### src/assert_macros.svh
// assertion helpers shared by the rtl
`ifndef ASSERT_MACROS_SVH
`define ASSERT_MACROS_SVH

`ifndef ASSERT_OFF

// same-cycle implication
`define ASSERT_IMPLIES(label, clk, rst, lhs, rhs) \
   label: assert property (@(posedge clk) disable iff (rst) (lhs) |-> (rhs)) \
      else $error("assertion failed: same-cycle implication");

// next-cycle implication
`define ASSERT_NEXT(label, clk, rst, lhs, rhs) \
   label: assert property (@(posedge clk) disable iff (rst) (lhs) |=> (rhs)) \
      else $error("assertion failed: next-cycle implication");

`else

`define ASSERT_IMPLIES(label, clk, rst, lhs, rhs)
`define ASSERT_NEXT(label, clk, rst, lhs, rhs)

`endif

`endif

### src/owm_pkg.sv
package owm_pkg;

   localparam int REG_COUNT = 8;
   localparam int REG_WIDTH = 10;
   localparam int REG_IDX_WIDTH = 3;

   typedef logic [REG_IDX_WIDTH-1:0] reg_idx_type;
   typedef logic [REG_COUNT-1:0][REG_WIDTH-1:0] cfg_regs_type;

   localparam reg_idx_type REG_RESET_LOW     = 3'd0;
   localparam reg_idx_type REG_RESET_RELEASE = 3'd1;
   localparam reg_idx_type REG_RESET_RECOVER = 3'd2;
   localparam reg_idx_type REG_SHORT_LOW     = 3'd3;
   localparam reg_idx_type REG_ONE_TAIL      = 3'd4;
   localparam reg_idx_type REG_ZERO_LOW      = 3'd5;
   localparam reg_idx_type REG_ZERO_RECOVER  = 3'd6;
   localparam reg_idx_type REG_READ_TAIL     = 3'd7;

   // power-on slot timings, register 0 in the low slice
   localparam cfg_regs_type CFG_DEFAULTS = {
      10'd13, 10'd6, 10'd10, 10'd13, 10'd1, 10'd100, 10'd10, 10'd50
   };

   typedef enum logic [1:0] {
      CMD_TICK  = 2'd0,
      CMD_RESET = 2'd1,
      CMD_WRITE = 2'd2,
      CMD_READ  = 2'd3
   } cmd_type;

   typedef enum logic [3:0] {
      PH_IDLE     = 4'd0,
      PH_RST_LOW  = 4'd1,
      PH_RST_HIGH = 4'd2,
      PH_RST_REC  = 4'd3,
      PH_W1_LOW   = 4'd4,
      PH_W1_TAIL  = 4'd5,
      PH_W0_LOW   = 4'd6,
      PH_W0_REC   = 4'd7,
      PH_RD_LOW   = 4'd8,
      PH_RD_TAIL  = 4'd9
   } phase_type;

   typedef enum logic [1:0] {
      DRV_INPUT = 2'd0,
      DRV_LOW   = 2'd1,
      DRV_HIGH  = 2'd2
   } drive_type;

   typedef struct packed {
      cmd_type    cmd;
      logic [7:0] data;
      logic       line;
   } entry_type;

   typedef struct packed {
      logic empty;
      logic full;
   } q_status_type;

   typedef struct packed {
      logic       drive_enable;
      logic       drive_value;
      logic       busy;
      logic       done;
      logic [7:0] read_data;
      logic       presence;
      logic       rejected;
   } result_type;

endpackage

### src/owm_front.sv
module owm_front (
   input  logic                  clock,
   input  logic                  reset,
   input  logic                  req_valid,
   output logic                  req_ready,
   input  logic [1:0]            req_kind,
   input  logic [7:0]            req_write_data,
   input  logic                  req_line_in,
   output logic                  entry_valid,
   output owm_pkg::entry_type    entry,
   input  logic                  entry_pop,
   output owm_pkg::q_status_type q_status
);

   owm_pkg::entry_type entries_ff [2];
   logic               wr_ptr_ff, wr_ptr_in;
   logic               rd_ptr_ff, rd_ptr_in;
   logic [1:0]         count_ff, count_in;
   owm_pkg::cmd_type   cmd;
   logic               push;
   logic               pop;

   // decode the item kind
   always_comb begin
      case (req_kind)
         owm_pkg::CMD_RESET: cmd = owm_pkg::CMD_RESET;
         owm_pkg::CMD_WRITE: cmd = owm_pkg::CMD_WRITE;
         owm_pkg::CMD_READ:  cmd = owm_pkg::CMD_READ;
         default:            cmd = owm_pkg::CMD_TICK;
      endcase
   end

   assign req_ready   = (count_ff != 2'd2);
   assign push        = req_valid && req_ready;
   assign entry_valid = (count_ff != 2'd0);
   assign pop         = entry_pop && entry_valid;
   assign entry       = entries_ff[rd_ptr_ff];

   assign q_status.empty = (count_ff == 2'd0);
   assign q_status.full  = (count_ff == 2'd2);

   always_comb begin
      wr_ptr_in = push ? ~wr_ptr_ff : wr_ptr_ff;
      rd_ptr_in = pop ? ~rd_ptr_ff : rd_ptr_ff;
      count_in  = count_ff + 2'(push) - 2'(pop);
   end

   always_ff @(posedge clock) begin
      if (reset) begin
         wr_ptr_ff <= 1'b0;
         rd_ptr_ff <= 1'b0;
         count_ff  <= 2'd0;
      end else begin
         wr_ptr_ff <= wr_ptr_in;
         rd_ptr_ff <= rd_ptr_in;
         count_ff  <= count_in;
      end
   end

   always_ff @(posedge clock) begin
      if (push) begin
         entries_ff[wr_ptr_ff] <= '{cmd: cmd, data: req_write_data, line: req_line_in};
      end
   end

endmodule

### src/owm_csr.sv
module owm_csr (
   input  logic                                 clock,
   input  logic                                 reset,
   input  logic                                 csr_write_enable,
   input  logic [owm_pkg::REG_IDX_WIDTH-1:0]    csr_index,
   input  logic [owm_pkg::REG_WIDTH-1:0]        csr_wdata,
   output owm_pkg::cfg_regs_type                cfg_regs
);

   owm_pkg::cfg_regs_type regs_ff, regs_in;

   always_comb begin
      regs_in = regs_ff;
      if (csr_write_enable) begin
         regs_in[csr_index] = csr_wdata;
      end
   end

   always_ff @(posedge clock) begin
      if (reset) begin
         regs_ff <= owm_pkg::CFG_DEFAULTS;
      end else begin
         regs_ff <= regs_in;
      end
   end

   assign cfg_regs = regs_ff;

endmodule

### src/owm_back.sv
module owm_back #(
   parameter int BITS_PER_BYTE = 8,
   parameter int COUNT_WIDTH   = 10
) (
   input  logic                  clock,
   input  logic                  reset,
   input  logic                  entry_valid,
   input  owm_pkg::entry_type    entry,
   output logic                  entry_pop,
   input  owm_pkg::cfg_regs_type cfg_regs,
   output logic                  rsp_valid,
   input  logic                  rsp_ready,
   output owm_pkg::result_type   result
);

   localparam int SHW  = (BITS_PER_BYTE > 8) ? BITS_PER_BYTE : 8;
   localparam int IDXW = (BITS_PER_BYTE > 1) ? $clog2(BITS_PER_BYTE) : 1;
   localparam int DW   = (COUNT_WIDTH > owm_pkg::REG_WIDTH) ? COUNT_WIDTH : owm_pkg::REG_WIDTH;
   localparam logic [DW-1:0]   COUNT_MAX = DW'({COUNT_WIDTH{1'b1}});
   localparam logic [IDXW-1:0] LAST_BIT  = IDXW'(BITS_PER_BYTE - 1);

   owm_pkg::phase_type       phase_ff, phase_in;
   owm_pkg::cmd_type         op_ff, op_in;
   owm_pkg::drive_type       drive_ff, drive_in;
   logic [COUNT_WIDTH-1:0]   tick_ff, tick_in;
   logic [IDXW-1:0]          bit_ff, bit_in;
   logic [SHW-1:0]           shift_ff, shift_in;
   logic                     pres_ff, pres_in;
   logic [7:0]               hold_ff, hold_in;
   logic                     rsp_valid_ff, rsp_valid_in;
   owm_pkg::result_type      result_ff, result_in;

   owm_pkg::phase_type       next_ph;
   owm_pkg::reg_idx_type     sel;
   logic                     last;
   logic                     rejected;
   logic                     done;
   logic [COUNT_WIDTH-1:0]   tick_inc;
   logic [DW-1:0]            raw;
   logic [DW-1:0]            dur;
   logic                     fire;

   assign fire      = entry_valid && (!rsp_valid_ff || rsp_ready);
   assign entry_pop = fire;

   always_comb begin
      phase_in = phase_ff;
      op_in    = op_ff;
      drive_in = drive_ff;
      tick_in  = tick_ff;
      bit_in   = bit_ff;
      shift_in = shift_ff;
      pres_in  = pres_ff;
      hold_in  = hold_ff;
      rejected = 1'b0;
      done     = 1'b0;
      next_ph  = owm_pkg::PH_IDLE;
      sel      = owm_pkg::REG_RESET_LOW;
      last     = 1'b0;
      tick_inc = '0;
      raw      = '0;
      dur      = '0;

      // front of the tick: start a command or flag a late one
      if (phase_ff == owm_pkg::PH_IDLE) begin
         if (entry.cmd != owm_pkg::CMD_TICK) begin
            op_in   = entry.cmd;
            bit_in  = '0;
            tick_in = '0;
            case (entry.cmd)
               owm_pkg::CMD_RESET: phase_in = owm_pkg::PH_RST_LOW;
               owm_pkg::CMD_WRITE: begin
                  shift_in = SHW'(entry.data);
                  phase_in = shift_in[0] ? owm_pkg::PH_W1_LOW : owm_pkg::PH_W0_LOW;
               end
               default: begin
                  shift_in = '0;
                  phase_in = owm_pkg::PH_RD_LOW;
               end
            endcase
         end
      end else if (entry.cmd != owm_pkg::CMD_TICK) begin
         rejected = 1'b1;
      end

      // one tick of the running phase
      if (phase_in != owm_pkg::PH_IDLE) begin
         case (phase_in)
            owm_pkg::PH_RST_LOW: begin
               drive_in = owm_pkg::DRV_LOW;
               sel      = owm_pkg::REG_RESET_LOW;
               next_ph  = owm_pkg::PH_RST_HIGH;
            end
            owm_pkg::PH_RST_HIGH: begin
               drive_in = owm_pkg::DRV_HIGH;
               sel      = owm_pkg::REG_RESET_RELEASE;
               next_ph  = owm_pkg::PH_RST_REC;
            end
            owm_pkg::PH_RST_REC: begin
               drive_in = owm_pkg::DRV_INPUT;
               sel      = owm_pkg::REG_RESET_RECOVER;
               last     = 1'b1;
               if (tick_in == '0) begin
                  pres_in = entry.line;
               end
            end
            owm_pkg::PH_W1_LOW: begin
               drive_in = owm_pkg::DRV_LOW;
               sel      = owm_pkg::REG_SHORT_LOW;
               next_ph  = owm_pkg::PH_W1_TAIL;
            end
            owm_pkg::PH_W1_TAIL: begin
               drive_in = owm_pkg::DRV_HIGH;
               sel      = owm_pkg::REG_ONE_TAIL;
               last     = 1'b1;
            end
            owm_pkg::PH_W0_LOW: begin
               drive_in = owm_pkg::DRV_LOW;
               sel      = owm_pkg::REG_ZERO_LOW;
               next_ph  = owm_pkg::PH_W0_REC;
            end
            owm_pkg::PH_W0_REC: begin
               drive_in = owm_pkg::DRV_HIGH;
               sel      = owm_pkg::REG_ZERO_RECOVER;
               last     = 1'b1;
            end
            owm_pkg::PH_RD_LOW: begin
               drive_in = owm_pkg::DRV_LOW;
               sel      = owm_pkg::REG_SHORT_LOW;
               next_ph  = owm_pkg::PH_RD_TAIL;
            end
            owm_pkg::PH_RD_TAIL: begin
               drive_in = owm_pkg::DRV_INPUT;
               sel      = owm_pkg::REG_READ_TAIL;
               last     = 1'b1;
               if (tick_in == '0) begin
                  shift_in[bit_in] = shift_in[bit_in] | entry.line;
               end
            end
            default: begin
               sel = owm_pkg::REG_RESET_LOW;
            end
         endcase

         // zero counts as one tick, long counts clip to the counter range
         tick_inc = tick_in + 1'b1;
         raw      = DW'(cfg_regs[sel]);
         if (raw == '0) begin
            dur = DW'(1);
         end else if (raw > COUNT_MAX) begin
            dur = COUNT_MAX;
         end else begin
            dur = raw;
         end

         if (DW'(tick_inc) < dur) begin
            tick_in = tick_inc;
         end else begin
            tick_in = '0;
            if (!last) begin
               phase_in = next_ph;
            end else if (phase_in != owm_pkg::PH_RST_REC && bit_in != LAST_BIT) begin
               bit_in = bit_in + 1'b1;
               if (op_in == owm_pkg::CMD_WRITE) begin
                  phase_in = shift_in[bit_in] ? owm_pkg::PH_W1_LOW : owm_pkg::PH_W0_LOW;
               end else begin
                  phase_in = owm_pkg::PH_RD_LOW;
               end
            end else begin
               if (op_in == owm_pkg::CMD_READ) begin
                  hold_in = shift_in[7:0];
               end
               phase_in = owm_pkg::PH_IDLE;
               op_in    = owm_pkg::CMD_TICK;
               done     = 1'b1;
            end
         end
      end

      result_in.drive_enable = (drive_in != owm_pkg::DRV_INPUT);
      result_in.drive_value  = (drive_in == owm_pkg::DRV_HIGH);
      result_in.busy         = (phase_in != owm_pkg::PH_IDLE);
      result_in.done         = done;
      result_in.read_data    = hold_in;
      result_in.presence     = pres_in;
      result_in.rejected     = rejected;

      rsp_valid_in = fire ? 1'b1 : (rsp_ready ? 1'b0 : rsp_valid_ff);
   end

   always_ff @(posedge clock) begin
      if (reset) begin
         phase_ff     <= owm_pkg::PH_IDLE;
         op_ff        <= owm_pkg::CMD_TICK;
         drive_ff     <= owm_pkg::DRV_INPUT;
         tick_ff      <= '0;
         bit_ff       <= '0;
         shift_ff     <= '0;
         pres_ff      <= 1'b1;
         hold_ff      <= '0;
         rsp_valid_ff <= 1'b0;
      end else begin
         rsp_valid_ff <= rsp_valid_in;
         if (fire) begin
            phase_ff <= phase_in;
            op_ff    <= op_in;
            drive_ff <= drive_in;
            tick_ff  <= tick_in;
            bit_ff   <= bit_in;
            shift_ff <= shift_in;
            pres_ff  <= pres_in;
            hold_ff  <= hold_in;
         end
      end
   end

   always_ff @(posedge clock) begin
      if (fire) begin
         result_ff <= result_in;
      end
   end

   assign rsp_valid = rsp_valid_ff;
   assign result    = result_ff;

endmodule

### src/onewire_master_slot_timer_top.sv
// channel | direction | handshake            | payload
// req     | in        | req_valid/req_ready  | kind, write_data, line_in
// rsp     | out       | rsp_valid/rsp_ready  | drive pins, busy, done, read data,
//         |           |                      | presence, rejected
// csr     | in        | csr_write_enable     | csr_index, csr_wdata (no wait)
//
// one tick item per clock while rsp_ready allows; each item turns into exactly
// one beat; a request beat is registered in the two-entry input queue and its
// result beat in the output register
// synchronous active-high reset; no clearing pass, slot timings return to
// their power-on values
// either side may stall alone: the queue absorbs rsp back-pressure and
// req_ready drops only when both queue entries hold beats
`include "assert_macros.svh"

module onewire_master_slot_timer_top #(
   parameter int BITS_PER_BYTE = 8,
   parameter int COUNT_WIDTH   = 10
) (
   input  logic                              clock,
   input  logic                              reset,
   // request channel
   input  logic                              req_valid,
   output logic                              req_ready,
   input  logic [1:0]                        req_kind,
   input  logic [7:0]                        req_write_data,
   input  logic                              req_line_in,
   // result channel
   output logic                              rsp_valid,
   input  logic                              rsp_ready,
   output logic                              rsp_pin_drive_enable,
   output logic                              rsp_pin_drive_value,
   output logic                              rsp_busy_res,
   output logic                              rsp_done_res,
   output logic [7:0]                        rsp_read_data,
   output logic                              rsp_presence_level,
   output logic                              rsp_rejected,
   // slot timing registers
   input  logic                              csr_write_enable,
   input  logic [owm_pkg::REG_IDX_WIDTH-1:0] csr_index,
   input  logic [owm_pkg::REG_WIDTH-1:0]     csr_wdata
);

   // queue between the decoder and the slot engine
   logic                  entry_valid;
   logic                  entry_pop;
   owm_pkg::entry_type    entry;
   owm_pkg::q_status_type q_status;
   owm_pkg::cfg_regs_type cfg_regs;
   owm_pkg::result_type   result;

   // front: decode kind and buffer beats
   owm_front u_front (
      .clock          (clock),
      .reset          (reset),
      .req_valid      (req_valid),
      .req_ready      (req_ready),
      .req_kind       (req_kind),
      .req_write_data (req_write_data),
      .req_line_in    (req_line_in),
      .entry_valid    (entry_valid),
      .entry          (entry),
      .entry_pop      (entry_pop),
      .q_status       (q_status)
   );

   // slot timing registers
   owm_csr u_csr (
      .clock            (clock),
      .reset            (reset),
      .csr_write_enable (csr_write_enable),
      .csr_index        (csr_index),
      .csr_wdata        (csr_wdata),
      .cfg_regs         (cfg_regs)
   );

   // back: phase sequencer, tick counter, bit shifter, output register
   owm_back #(
      .BITS_PER_BYTE (BITS_PER_BYTE),
      .COUNT_WIDTH   (COUNT_WIDTH)
   ) u_back (
      .clock       (clock),
      .reset       (reset),
      .entry_valid (entry_valid),
      .entry       (entry),
      .entry_pop   (entry_pop),
      .cfg_regs    (cfg_regs),
      .rsp_valid   (rsp_valid),
      .rsp_ready   (rsp_ready),
      .result      (result)
   );

   // split the result beat onto its ports
   assign rsp_pin_drive_enable = result.drive_enable;
   assign rsp_pin_drive_value  = result.drive_value;
   assign rsp_busy_res         = result.busy;
   assign rsp_done_res         = result.done;
   assign rsp_read_data        = result.read_data;
   assign rsp_presence_level   = result.presence;
   assign rsp_rejected         = result.rejected;

   // a finishing tick never reports busy
   `ASSERT_IMPLIES(a_done_not_busy, clock, reset, rsp_valid && rsp_done_res, !rsp_busy_res)
   // driving high implies the pin is an output
   `ASSERT_IMPLIES(a_high_is_driven, clock, reset, rsp_valid && rsp_pin_drive_value,
      rsp_pin_drive_enable)
   // a rejected command only happens inside a running command
   `ASSERT_IMPLIES(a_reject_in_cmd, clock, reset, rsp_valid && rsp_rejected,
      rsp_busy_res || rsp_done_res)
   // a full queue holds beats and blocks the request side
   `ASSERT_IMPLIES(a_full_blocks, clock, reset, q_status.full, !q_status.empty && !req_ready)

endmodule
### config.mk
export PLATFORM = sky130hd
export DESIGN_NAME = onewire_master_slot_timer_top
export DESIGN_NICKNAME = d
export VERILOG_FILES = /design/src/owm_pkg.sv /design/src/owm_front.sv /design/src/owm_csr.sv /design/src/owm_back.sv /design/src/onewire_master_slot_timer_top.sv
export VERILOG_INCLUDE_DIRS = /design/src /design/src/src
export SDC_FILE = /design/constraint.sdc
export NUM_CORES = 1
export LEC_CHECK = 0
export BUFFER_PORTS_ARGS = -buffer_cell sky130_fd_sc_hd__clkbuf_2
export CAP_MARGIN = 20
export CORE_MARGIN = 2
export CORE_UTILIZATION = 45
export CTS_BUF_LIST = sky130_fd_sc_hd__clkbuf_8
export CTS_CLUSTER_SIZE = 20
export DETAILED_ROUTE_END_ITERATION = 10
export PLACE_DENSITY = 0.63
export SYNTH_ARGS = -nofsm -noshare
export SYNTH_HDL_FRONTEND = slang
export SYNTH_SLANG_ARGS = --single-unit
### constraint.sdc
create_clock -name clock -period 15.6 [get_ports clock]
set_clock_uncertainty 0.1 [all_clocks]
set_input_delay 2.34 -clock clock [delete_from_list [all_inputs] [get_ports clock]]
set_output_delay 2.34 -clock clock [all_outputs]
set_load 0.02 [all_outputs]
==> impl_metrics.sql <==
INSERT INTO impl_metrics (metric_group, metric, value, unit) VALUES
('routing', 'detail_route.wl_per_cell', '18.6', 'um'),
('grt', 'gr-usage-all-layers', '24.2', '%'),
('routing', 'wl', '23300', 'um'),
('die', 'floorplan.die.width', '140', 'um'),
('die', 'design.die.area', '19600', 'um^2'),
('worst_setup_path', 'critPathTopFamily', 'simple AND/OR/NAND/NOR gates', ''),
('synthesis', 'post-synth-top-count-cell', 'sky130_fd_sc_hd__nand2_1', ''),
('die', 'row_cnt', '49', ''),
('cts', 'clkTransAtPathRegs', '0.09', 'ns'),
('routing', 'post_drt_via_cell_ratio', '5.85', ''),
('synthesis', 'synth.area.top_cells', 'sky130_fd_sc_hd__dfxtp_1, sky130_fd_sc_hd__edfxtp_1, sky130_fd_sc_hd__nand2_1, sky130_fd_sc_hd__a21oi_1, sky130_fd_sc_hd__ha_1', ''),
('cts', 'clock_tree.htree_level_count', '4', ''),
('cts', 'cts_root_buffer_type', 'sky130_fd_sc_hd__clkbuf_8', ''),
('cells_and_area', 'fin_area', '8970', 'um^2'),
('power_and_ir_drop', 'power_density', '197', 'nW/um^2'),
('synthesis', 'post_synth_top_area_share', '29.9', '%'),
('synthesis', 'share_of_flip_flops_with_an_asynchronous_set_or_reset', '0', '%'),
('placed_design', 'post-place-cells', '1220', ''),
('placed_design', 'detailedPlacementHpwl', '16400', 'um'),
('hold_path', 'hp-class', 'flop to flop', ''),
('sta', 'timing.final.crit_share', '47.5', '%'),
('grt', 'grt_first_pass_wirelength', '37600', 'um'),
('worst_setup_path', 'crit_fanout', '21', ''),
('cts', 'numCtsBuffers', '17', ''),
('synthesis', 'syn-mean-instance-area', '8.28', 'um^2'),
('hold_path', 'worstHoldStart', 'u_back.hold_ff[0]', ''),
('routing', 'antenna_violation_net_count_after_detailed_routing', '0', ''),
('cells_and_area', 'finish.net_count', '1059', ''),
('synthesis', 'yosysTopAreaCell', 'sky130_fd_sc_hd__dfxtp_1', ''),
('worst_setup_path', 'critPathRequiredTime', '15.91', 'ns'),
('synthesis', 'synth-seq-cells', '160', ''),
('synthesis', 'synth.distinct_cells', '78', ''),
('outcome', 'outcome', 'finished clean', ''),
('cells_and_area', 'antenna_cells', '0', ''),
('grt', 'grt.overflow.total', '0', ''),
('grt', 'largest_net_degree_at_the_start_of_global_routing', '84', ''),
('die', 'initial_utilization', '46.1', '%'),
('synthesis', 'synth.top_cells.by_count', 'sky130_fd_sc_hd__nand2_1, sky130_fd_sc_hd__dfxtp_1, sky130_fd_sc_hd__a21oi_1', ''),
('worst_setup_path', 'critical_path_arrival', '7.72', 'ns'),
('power_and_ir_drop', 'peak_supply_drop', '0.0000896', 'V'),
('synthesis', 'syn_inst', '1004', ''),
('routing', 'initialDrtViolationCount', '651', ''),
('worst_setup_path', 'class_of_the_most_critical_setup_path', 'flop to flop', ''),
('placed_design', 'port_buffers', '44', ''),
('routing', 'drt_first_pass_iters', '6', ''),
('sta', 'max_fclk', '135', 'MHz'),
('synthesis', 'synth_warnings', '0', ''),
('cells_and_area', 'drive_gt1_share', '11.2', '%'),
('worst_setup_path', 'worst_setup_path_start_kind', 'flop', ''),
('cts', 'post_cts_resized', '0', ''),
('cells_and_area', 'flow.area_growth_from_synthesis', '7.90', '%'),
('placed_design', 'place.gp.congestion', '0.956', ''),
('cells_and_area', 'num-fill-cells', '1787', ''),
('cts', 'clockBufferDepth', '2', ''),
('cts', 'clock_latency_late_sink', '0.48', 'ns'),
('placed_design', 'placedInstanceArea', '8580', 'um^2'),
('cells_and_area', 'register_area', '3560', 'um^2'),
('die', 'core_area', '18000', 'um^2'),
('sta', 'slew_headroom', '34.4', '%'),
('cts', 'tritoncts', 'done', ''),
('synthesis', 'syn_nets', '1052', ''),
('cts', 'clock-sinks', '160', ''),
('worst_setup_path', 'worst_path_largest_cell_delay', '0.79', 'ns'),
('worst_setup_path', 'cp-end-kind', 'flop', ''),
('sta', 'rsz0062_at_grt', 'no', ''),
('cells_and_area', 'multi_input_gate_area', '4360', 'um^2'),
('sta', 'worstMarginPinSlew', '0.984', 'ns'),
('sta', 'final-hold-violation-count', '0', ''),
('sta', 'timing.final.max_slew_violations', '0', ''),
('routing', 'drcViolationCount', '0', ''),
('cells_and_area', 'stdcell_count', '1252', '');
==> worst reg2reg max path, stage by stage, from the launching register on <==
cell                        delay, ns
sky130_fd_sc_hd__dfxtp_1         0.79
sky130_fd_sc_hd__mux2i_1         0.54
sky130_fd_sc_hd__ha_1            0.43
sky130_fd_sc_hd__and3b_1         0.31
sky130_fd_sc_hd__a41o_1          0.42
sky130_fd_sc_hd__nor2_2          0.76
sky130_fd_sc_hd__nor2_1          0.25
sky130_fd_sc_hd__o22ai_1         0.23
sky130_fd_sc_hd__o211ai_1        0.18
sky130_fd_sc_hd__inv_1           0.10
sky130_fd_sc_hd__ha_1            0.24
sky130_fd_sc_hd__a21o_1          0.19
sky130_fd_sc_hd__a21o_1          0.17
sky130_fd_sc_hd__a2111oi_0       0.36
sky130_fd_sc_hd__o21ai_0         0.19
sky130_fd_sc_hd__nor3_1          0.29
sky130_fd_sc_hd__nand3_1         0.16
sky130_fd_sc_hd__nor4b_4         0.31
sky130_fd_sc_hd__a31oi_4         0.24
sky130_fd_sc_hd__and3_1          0.49
sky130_fd_sc_hd__and2_1          0.37
sky130_fd_sc_hd__a211oi_2        0.23
==> metrics by stage <==
stage / hold WS (ns) / worst slack [ns] / utilization (%) / total power (uW)
3_5_place_dp: 0.339 / 8.29 / 47.6 / 1440
3_3_place_gp: 0.338 / 8.61 / 47.6 / 1440
2_1_floorplan: 0.324 / 9.23 / - / 1210
4_1_cts: 0.352 / 8.27 / 49.7 / 1760
6_report: 0.347 / 8.18 / 49.8 / 1770
5_1_grt: 0.373 / 7.63 / 49.8 / 1880
==> cell type report <==
type                       instances  share of cell area [%]
clock inverter                    13                    1.51
inverter                          26                    1.09
clock buffer                      18                    2.76
timing repair buffer              52                    3.10
multi-input combinational        754                    48.6
sequential                       160                    39.7
tap                              229                    3.19
==> flip-flops by register name, summed over array words and instances (netlist names), 3 cells and up, named ones only <==
signal              cells
u_csr.cfg_regs         80
u_back.hold_ff          8
u_front.entries_ff     22
u_back.bit_ff           3
u_back.shift_ff         8
u_back.result          14
u_back.tick_ff         10
u_back.phase_ff         4
==> layer usage <==
metal | wire length, um | up-vias | global-route usage, %
met5 | 0 | - | 0
met4 | 433 | 0 | 7.95
met3 | 1350 | 32 | 4.72
met2 | 10200 | 250 | 35.5
met1 | 11400 | 3470 | 35.7
li1 | - | 3576 | -
==> report_power, final <==
| group | internal, uW | leakage [uW] | total [uW] | switching (uW) |
|---|---|---|---|---|
| Clock | 146 | 0.000201 | 311 | 165 |
| Combinational | 308 | 0.00182 | 935 | 627 |
| Sequential | 482 | 0.00135 | 523 | 41.5 |
==> cells in the final DEF, fill, tap and decap left out, drive strengths merged, types with 22 or more instances in the layout <==
cell type  instances
nor2              66
clkbuf            62
dfxtp            124
nand2            232
nand3             45
o21ai             53
edfxtp            36
a21oi            106
inv               34
mux2i             22
==> logic make-up after synthesis <==
| kind of cell | count (synthesis) | share of synthesized area [%] |
|---|---|---|
| xor+xnor | 12 | 1.26 |
| fa+ha+maj | 19 | 2.86 |
| buf+inv | 90 | 4.66 |
| compound gates | 266 | 20.9 |
| simple gates | 424 | 23.1 |
| mux | 33 | 4.42 |
| flops | 160 | 42.9 |
==> final timing paths <==
path / to / slack [ns] / cells after the start
setup / recovery: u_back.hold_ff[5] / 8.18 / 21
hold / removal: u_back.hold_ff[0] / 0.35 / 2
setup reg to reg: u_back.hold_ff[5] / 8.18 / 21
hold reg to reg: u_back.hold_ff[0] / 0.35 / 2
Note: power is estimated with default switching activity, not from simulation.
